--- src/rtl/sfsv_pkg.sv ---
// ----------------------------------------------------------------------------
// sfsv_pkg: shared definitions for the frame byte-sum validator
// Widths, frame lengths, signature bytes and status codes used by the core
// and its checker.
// ----------------------------------------------------------------------------
`default_nettype none

package sfsv_pkg;

    // byte stream and result widths
    localparam int BYTE_W        = 8;
    localparam int IDX_W         = 6;
    localparam int SUM_W         = 16;
    localparam int STATUS_W      = 3;
    localparam int OUT_CNT_W     = 32;
    localparam int OUT_FIELDS_W  = STATUS_W + 2 * OUT_CNT_W;
    localparam int OUT_TDATA_W   = ((OUT_FIELDS_W + 7) / 8) * 8;
    localparam int OUT_PAD_W     = OUT_TDATA_W - OUT_FIELDS_W;

    // default counter width
    localparam int COUNTER_BITS_DEF = 32;

    // byte positions within a frame
    localparam logic [IDX_W-1:0] IDX_SIG0     = 6'd0;
    localparam logic [IDX_W-1:0] IDX_SIG1     = 6'd1;
    localparam logic [IDX_W-1:0] IDX_SIG2     = 6'd2;
    localparam logic [IDX_W-1:0] IDX_SUM_END  = 6'd17;
    localparam logic [IDX_W-1:0] IDX_CHK_HI   = 6'd18;
    localparam logic [IDX_W-1:0] IDX_CHK_LO   = 6'd19;
    localparam logic [IDX_W-1:0] IDX_LSUM_END = 6'd31;
    localparam logic [IDX_W-1:0] IDX_CHK_LONG = 6'd32;
    localparam logic [IDX_W-1:0] IDX_SAT      = 6'd34;

    // index of the final byte for each accepted frame length (20 and 33)
    localparam logic [IDX_W-1:0] IDX_LAST_SHORT = 6'd19;
    localparam logic [IDX_W-1:0] IDX_LAST_LONG  = 6'd32;

    // signature bytes
    localparam logic [BYTE_W-1:0] SIG0_MASK = 8'hfe;
    localparam logic [BYTE_W-1:0] SIG0_VAL  = 8'h6c;
    localparam logic [BYTE_W-1:0] SIG1_VAL  = 8'h80;
    localparam logic [BYTE_W-1:0] SIG2_VAL  = 8'h04;

    // status codes
    localparam logic [STATUS_W-1:0] ST_OK    = 3'd0;
    localparam logic [STATUS_W-1:0] ST_LEN   = 3'd1;
    localparam logic [STATUS_W-1:0] ST_SIG   = 3'd2;
    localparam logic [STATUS_W-1:0] ST_SHORT = 3'd3;
    localparam logic [STATUS_W-1:0] ST_LONG  = 3'd4;

endpackage : sfsv_pkg

`default_nettype wire

--- src/rtl/spi_frame_sum_validator_core.sv ---
// ----------------------------------------------------------------------------
// spi_frame_sum_validator_core: frame byte-sum validator
// Checks signature, short and long checksums and length of received frames
// and reports a status with good and bad frame counts per frame.
// ----------------------------------------------------------------------------
// Usage
//   Input stream s_*: one frame byte per request in s_tdata, byte zero first,
//   s_tlast high on the final byte of the transaction.
//   Output stream m_*: one request per frame, issued for the byte that
//   carried s_tlast, holding the status and the good and bad frame counts
//   including that frame. Other bytes produce no output.
//   Result: the final byte taken sits in the input register, and the result
//   register loads from it when the pipeline advances, raising m_tvalid.
//   Throughput: one byte per cycle while no result is stalled, set by the
//   single pass of the sum adders and byte compares between the input
//   register and the state/result registers.
//   Reset: frame position, sum, first error and both counters clear; both
//   streams go idle.
//   Stall: while m_tready is low with a result pending, the pipeline holds;
//   one further byte is still taken into the input register, then s_tready
//   drops until the result is taken.
// ----------------------------------------------------------------------------
`default_nettype none

module spi_frame_sum_validator_core
    import sfsv_pkg::*;
#(
    parameter int COUNTER_BITS = COUNTER_BITS_DEF
)
(
    input  wire logic                   clk,
    input  wire logic                   rst_n,
    // input stream
    input  wire logic                   s_tvalid,
    output logic                        s_tready,
    input  wire logic [BYTE_W-1:0]      s_tdata,   // [7:0] byte_value
    input  wire logic                   s_tlast,   // last_byte
    // output stream
    output logic                        m_tvalid,
    input  wire logic                   m_tready,
    output logic [OUT_TDATA_W-1:0]      m_tdata    // [2:0] status, [34:3] good_frames,
                                                   // [66:35] bad_frames, [71:67] zero
);

    localparam int CNT_EXT_W = (COUNTER_BITS > OUT_CNT_W) ? COUNTER_BITS : OUT_CNT_W;

    // input register
    logic                       in_valid_reg;
    logic [BYTE_W-1:0]          in_byte_reg;
    logic                       in_last_reg;

    // frame state
    logic [IDX_W-1:0]           idx_reg,   idx_next;
    logic [SUM_W-1:0]           sum_reg,   sum_next;
    logic [STATUS_W-1:0]        ferr_reg,  ferr_next;
    logic [COUNTER_BITS-1:0]    ok_cnt_reg,  ok_cnt_next;
    logic [COUNTER_BITS-1:0]    err_cnt_reg, err_cnt_next;

    // result register
    logic                       out_valid_reg;
    logic [STATUS_W-1:0]        out_status_reg, out_status_next;
    logic [OUT_CNT_W-1:0]       out_good_reg,   out_good_next;
    logic [OUT_CNT_W-1:0]       out_bad_reg,    out_bad_next;

    logic                       advance;
    logic                       process;
    logic [STATUS_W-1:0]        byte_err;
    logic                       len_ok;
    logic [STATUS_W-1:0]        status;
    logic [CNT_EXT_W-1:0]       ok_ext;
    logic [CNT_EXT_W-1:0]       err_ext;

    // pipeline moves whenever the result slot is free or being taken
    assign advance  = !out_valid_reg || m_tready;
    assign s_tready = !in_valid_reg || advance;
    assign process  = in_valid_reg && advance;

    // per-byte checks and sum update
    always_comb
    begin
        byte_err = ST_OK;
        sum_next = sum_reg;
        if (idx_reg == IDX_SIG0)
        begin
            if ((in_byte_reg & SIG0_MASK) != SIG0_VAL)
                byte_err = ST_SIG;
            sum_next = sum_reg + SUM_W'(in_byte_reg);
        end
        else if (idx_reg == IDX_SIG1)
        begin
            if (in_byte_reg != SIG1_VAL)
                byte_err = ST_SIG;
            sum_next = sum_reg + SUM_W'(in_byte_reg);
        end
        else if (idx_reg == IDX_SIG2)
        begin
            if (in_byte_reg != SIG2_VAL)
                byte_err = ST_SIG;
            sum_next = sum_reg + SUM_W'(in_byte_reg);
        end
        else if (idx_reg <= IDX_SUM_END)
        begin
            sum_next = sum_reg + SUM_W'(in_byte_reg);
        end
        else if (idx_reg == IDX_CHK_HI)
        begin
            if (in_byte_reg != sum_reg[SUM_W-1:BYTE_W])
                byte_err = ST_SHORT;
        end
        else if (idx_reg == IDX_CHK_LO)
        begin
            if (in_byte_reg != sum_reg[BYTE_W-1:0])
                byte_err = ST_SHORT;
            // sum carries on with the expected high half and this byte
            sum_next = sum_reg + SUM_W'(sum_reg[SUM_W-1:BYTE_W]) + SUM_W'(in_byte_reg);
        end
        else if (idx_reg <= IDX_LSUM_END)
        begin
            sum_next = sum_reg + SUM_W'(in_byte_reg);
        end
        else if (idx_reg == IDX_CHK_LONG)
        begin
            if (in_byte_reg != sum_reg[BYTE_W-1:0])
                byte_err = ST_LONG;
        end
    end

    // frame status, length check has priority
    always_comb
    begin
        ferr_next = (ferr_reg == ST_OK) ? byte_err : ferr_reg;
        len_ok    = (idx_reg == IDX_LAST_SHORT) || (idx_reg == IDX_LAST_LONG);
        status    = len_ok ? ferr_next : ST_LEN;
        idx_next  = (idx_reg < IDX_SAT) ? idx_reg + IDX_W'(1) : idx_reg;
    end

    // counter update and result fields
    always_comb
    begin
        ok_cnt_next  = ok_cnt_reg;
        err_cnt_next = err_cnt_reg;
        if (status == ST_OK)
            ok_cnt_next = ok_cnt_reg + COUNTER_BITS'(1);
        else
            err_cnt_next = err_cnt_reg + COUNTER_BITS'(1);
        ok_ext          = CNT_EXT_W'(ok_cnt_next);
        err_ext         = CNT_EXT_W'(err_cnt_next);
        out_status_next = status;
        out_good_next   = ok_ext[OUT_CNT_W-1:0];
        out_bad_next    = err_ext[OUT_CNT_W-1:0];
    end

    // input register
    always_ff @(posedge clk or negedge rst_n)
    begin
        if (!rst_n)
        begin
            in_valid_reg <= 1'b0;
        end
        else if (s_tready)
        begin
            in_valid_reg <= s_tvalid;
        end
    end

    always_ff @(posedge clk)
    begin
        if (s_tvalid && s_tready)
        begin
            in_byte_reg <= s_tdata;
            in_last_reg <= s_tlast;
        end
    end

    // frame state and counters
    always_ff @(posedge clk or negedge rst_n)
    begin
        if (!rst_n)
        begin
            idx_reg     <= '0;
            sum_reg     <= '0;
            ferr_reg    <= ST_OK;
            ok_cnt_reg  <= '0;
            err_cnt_reg <= '0;
        end
        else if (process)
        begin
            if (in_last_reg)
            begin
                idx_reg     <= '0;
                sum_reg     <= '0;
                ferr_reg    <= ST_OK;
                ok_cnt_reg  <= ok_cnt_next;
                err_cnt_reg <= err_cnt_next;
            end
            else
            begin
                idx_reg  <= idx_next;
                sum_reg  <= sum_next;
                ferr_reg <= ferr_next;
            end
        end
    end

    // result register
    always_ff @(posedge clk or negedge rst_n)
    begin
        if (!rst_n)
        begin
            out_valid_reg <= 1'b0;
        end
        else if (advance)
        begin
            out_valid_reg <= in_valid_reg && in_last_reg;
        end
    end

    always_ff @(posedge clk)
    begin
        if (process && in_last_reg)
        begin
            out_status_reg <= out_status_next;
            out_good_reg   <= out_good_next;
            out_bad_reg    <= out_bad_next;
        end
    end

    // output stream
    assign m_tvalid = out_valid_reg;
    assign m_tdata  = {{OUT_PAD_W{1'b0}}, out_bad_reg, out_good_reg, out_status_reg};

endmodule : spi_frame_sum_validator_core

`default_nettype wire

--- config.mk ---
export PLATFORM = sky130hd
export DESIGN_NAME = spi_frame_sum_validator_core
export DESIGN_NICKNAME = d
export VERILOG_FILES = /design/src/rtl/sfsv_pkg.sv /design/src/rtl/spi_frame_sum_validator_core.sv
export SDC_FILE = /design/constraint.sdc
export NUM_CORES = 1
export LEC_CHECK = 0
export ABC_AREA = 1
export BUFFER_PORTS_ARGS = -buffer_cell sky130_fd_sc_hd__buf_2
export CAP_MARGIN = 20
export CORE_AREA = 2 2 164 166
export CTS_CLUSTER_DIAMETER = 50
export DETAILED_ROUTE_END_ITERATION = 12
export DIE_AREA = 0 0 166 168
export GPL_TIMING_DRIVEN = 0
export PLACE_DENSITY_LB_ADDON = 0.25
export RECOVER_POWER = 100
export REMOVE_ABC_BUFFERS = 1
export SYNTH_ARGS = -nofsm -noshare
export SYNTH_HDL_FRONTEND = slang
export SYNTH_SLANG_ARGS = --single-unit
--- constraint.sdc ---
create_clock -name clk -period 2.86 [get_ports clk]
set_clock_uncertainty 0.15 [all_clocks]
set_input_delay 0.858 -clock clk [delete_from_list [all_inputs] [get_ports clk]]
set_output_delay 0.858 -clock clk [all_outputs]
set_load 0.02 [all_outputs]
==> results by group <==
Timing
  – RSZ-0062 raised after global routing: true
  – Slew @ Worst Pin: around 2.1 ns
  – Setup TNS: 0 ns
  – Final setup vio count: 0
  – FMAX: around 360 MHz
  – Period Utilization, post-route: roughly 100%
  – Slew headroom: -39.32%
  – Fin. Hold Viols: 0
  – Final Critical Period: approximately 2.8 ns
  – Max-slew violations: 33
  – Final worst slack: 0.07035 ns

Layout
  – Footprint of the multi-input gates: 0.005303 mm²
  – Commonest cells after routing, fill and taps aside: nand2_1 (488), dfrtp_1 (90), nor2_1 (86)
  – Diodes inserted: 0
  – Filler Cell Count: approximately 2600
  – Final #Nets: approximately 1400
  – Synthesis-to-finish area growth: 18.20%
  – Reg area: between 0.004 and 0.005 mm²
  – Share of layout cells above drive strength 1: between 10% and 20%
  – Most common cell after layout, fill and taps aside: nand2_1

Floorplan
  – Core area: roughly 0.026 mm²
  – Die width: 166 µm
  – Ports: a little under 90
  – Rows: 60
  – Die area: 0.02789 mm²
  – Initial Util: between 30 and 40%
  – Die height: roughly 170 µm

Placed design
  – Detailed Place HPWL: 17.48 mm
  – Place WS: -1.279 ns
  – GPL Wtd Cong: 0.8819
  – Buffers on Ports: around 80

Worst setup path
  – Startpoint Class: flip-flop
  – Crit path DAT: approximately 3 ns
  – Crit-path slowest cell: fa_1
  – WS Path Type: flip-flop to flip-flop
  – CP max FO: 4
  – Buf/Inv on CP: 2
  – CP Cell Sequence: buf_6 > fa_1 > ha_2 > fa_2 > nand2_2 > o21ai_2 > inv_1 > o211ai_1 > nand2_1 > a21oi_1 > o21ai_1 > nand3_1 > o21ai_1
  – Worst path top cell family by delay: adder cells
  – Crit-path max cell delay: 0.51 ns
  – Critical Path RT: approximately 3 ns
  – CP most frequent cell: o21ai_1
  – Crit end category: flip-flop

Logic synthesis
  – Register area share after synthesis: around 44%
  – Yosys warning total: 0
  – Main combinational cell family by area after synthesis: simple AND/OR/NAND/NOR gates
  – Synth Area in Compound Gates: under 10%
  – Count of cell types in the netlist: 45
  – Ys async rst share: between 50% and 60%
  – Number of flops mapped to enable cells by yosys: 76
  – Post-synthesis simple-gate area fraction: 33.68%
  – Mean Syn Cell Area: between 7 and 8 µm²
  – Post-synthesis cell area: slightly above 0.01 mm²
  – XOR/XNOR Fraction of Synth Area: about 6.2%
  – Mapped Cells: roughly 1300
  – Adder-cell share of the synthesized area: roughly 4.8%
  – Mux share of post-synthesis cell area: 0%
  – Ys flop type: dfrtp_1
  – Post-synthesis register bit count: about 170

Global route
  – Antenna violations before repair: 0
  – M1 GR Usage: ~28%
  – Met2 Resource Use GR: 34.33%
  – Most used routing layer: met2
  – First-pass GRT wire length: roughly 45 mm
  – Number of global-route vias before repair: around 8500
  – Aggregate global-route resource usage: between 20% and 30%
  – Largest net degree at the start of global routing: 60
  – M3 GR Usage: 2.680%
  – Total congestion overflow: 0

Run
  – Max Cap Violations: 1

Pwr
  – Comb pwr share: 34.6%
  – Psw: around 3 mW
  – Int Power: 4.896 mW
  – Leak: approximately 5.5 nW
  – Clk pwr share: 28.2%
  – Switching Share: between 30% and 40%
  – VDD IR-drop max: slightly below 0.5 mV
  – Sequential power share: a little under two fifths
  – P per Cell Area: approximately 660 mW/mm²
  – Design Power: just under 8 mW

Clock tree
  – CTS buffer count: 17
  – Worst-Skew Late Latency: ~0.43 ns
  – Root buffer cell: clkbuf_16
  – CTS tree: yes
  – H-tree lvl count: 4
  – CTS clk-pin slew, worst paths: approximately 0.06 ns
  – Clock sinks: between 150 and 200
  – Buffer depth of the longest clock path: 2
  – Hold Buf Count CTS: 0

Detailed routing
  – Post-DR wirelength/cell: about 17 µm
  – Final wirelength: between 20 and 30 mm
  – Vias: approximately 9100
  – # DRC: 0
  – Vias per cell: ~5.2
  – Drt initial violations: between 800 and 900
  – Post-route ant nets: 0
  – DR pass1 iterations: 6

Run status
  – Failing checks: max-capacitance violations, max-slew violations
  – Status: complete, but fails checks

Hold path
  – Hold Crit Class: flip-flop to flip-flop
[worst reg2reg max path: stages, from the launching register on]
cell      delay [ns]
edfxtp_1        0.38
buf_6           0.15
fa_1            0.51
ha_2            0.21
fa_2            0.22
nand2_2         0.06
o21ai_2         0.14
inv_1           0.06
o211ai_1        0.24
nand2_1         0.16
a21oi_1         0.16
o21ai_1         0.08
nand3_1         0.07
o21ai_1         0.07
[worst paths after layout]
kind / startpoint / to / slack (ns) / depth (start not counted)
worst min register to register: m_tvalid / m_tvalid / 0.38 / 2
min in group asynchronous: rst_n / err_cnt_reg[27] / 0.87 / 1
worst max-delay path: in_byte_reg[1] / sum_reg[15] / 0.07 / 13
max in group asynchronous: rst_n / in_valid_reg / 0.47 / 1
worst max register to register: in_byte_reg[1] / sum_reg[15] / 0.07 / 13
worst min-delay path: m_tvalid / m_tvalid / 0.38 / 2
[area by class of cell]
cell class              instances  area share [%]
clock inverters                12           1.012
inverters                      91           2.819
flip-flops and latches        167           37.64
repair buffers                133           7.632
well taps                     341           3.522
multi-input cells             984           43.77
clock buffers                  20           3.604
[what timing repair did]
item,in CTS,in global routing
gates resized for setup,17,30
setup endpoints to repair,135,136
setup buffers,24,19
cloned,8,2
pin swaps,10,20
[power groups by stage]
stage | Sequential (mW) | Clock, mW | Combinational [mW]
floorplan | 3.02 | 0 | 1.46
global placement | 3.02 | 0 | 2.06
detailed placement | 3.00 | 0 | 2.13
CTS | 2.96 | 2.28 | 2.43
global route | 2.99 | 2.37 | 3.03
finish | 2.96 | 2.24 | 2.75
[routing by layer]
layer | share of wire (%) | wire, µm
met5 | 0 | 0
met4 | 1.7 | 482
met3 | 4.7 | 1365
met2 | 48 | 14010
met1 | 45 | 13120
[kinds of logic after synthesis]
| group | count (synthesis) |
|---|---|
| AO/OA/AOI/OAI | 80 |
| XOR/XNOR | 72 |
| other | 1 |
| flip-flops | 167 |
| AND/OR/NAND/NOR | 785 |
| buffers and inverters | 148 |
| adder cells (fa/ha/maj) | 33 |
[cell usage after synthesis, types with 2 or more instances]
library cell | count | area [µm²]
buf_1 | 2 | 7.510
buf_2 | 25 | 125.1
nor2_2 | 6 | 37.54
o311ai_0 | 2 | 17.52
nand2_1 | 491 | 1843
o21bai_1 | 2 | 15.01
nand4_1 | 71 | 444.2
nor2_1 | 87 | 326.6
o21ai_0 | 40 | 200.2
nand3b_1 | 3 | 22.52
a21oi_1 | 28 | 140.1
nand3_1 | 56 | 280.3
xnor2_1 | 28 | 245.2
and2_1 | 6 | 37.54
nand4_2 | 10 | 125.1
fa_1 | 10 | 200.2
nor4_1 | 9 | 56.30
a32o_1 | 2 | 20.02
nand3_2 | 2 | 20.02
inv_2 | 8 | 30.03
nor3_1 | 31 | 155.2
or2_2 | 3 | 18.77
clkbuf_1 | 14 | 52.55
inv_1 | 83 | 311.6
xor2_1 | 44 | 385.4
a31oi_1 | 2 | 12.51
ha_1 | 23 | 287.8
nand2_2 | 3 | 18.77
buf_4 | 9 | 67.56
buf_6 | 6 | 67.56
edfxtp_1 | 76 | 2282
dfrtp_1 | 91 | 2277
[per-stage QoR]
step           instance area [µm²]  cells  hold slack [ns]  util, %
6_report                     12120   1748           0.3829    45.98
5_1_grt                      12120   1748           0.4229    45.98
4_1_cts                      11910   1727           0.2463    45.19
3_5_place_dp                 10930   1663           0.3655    41.48
3_3_place_gp                 10760   1655           0.3558    40.82
2_1_floorplan                 9925   1233           0.3413        -
(Power assumes the default switching activity.)
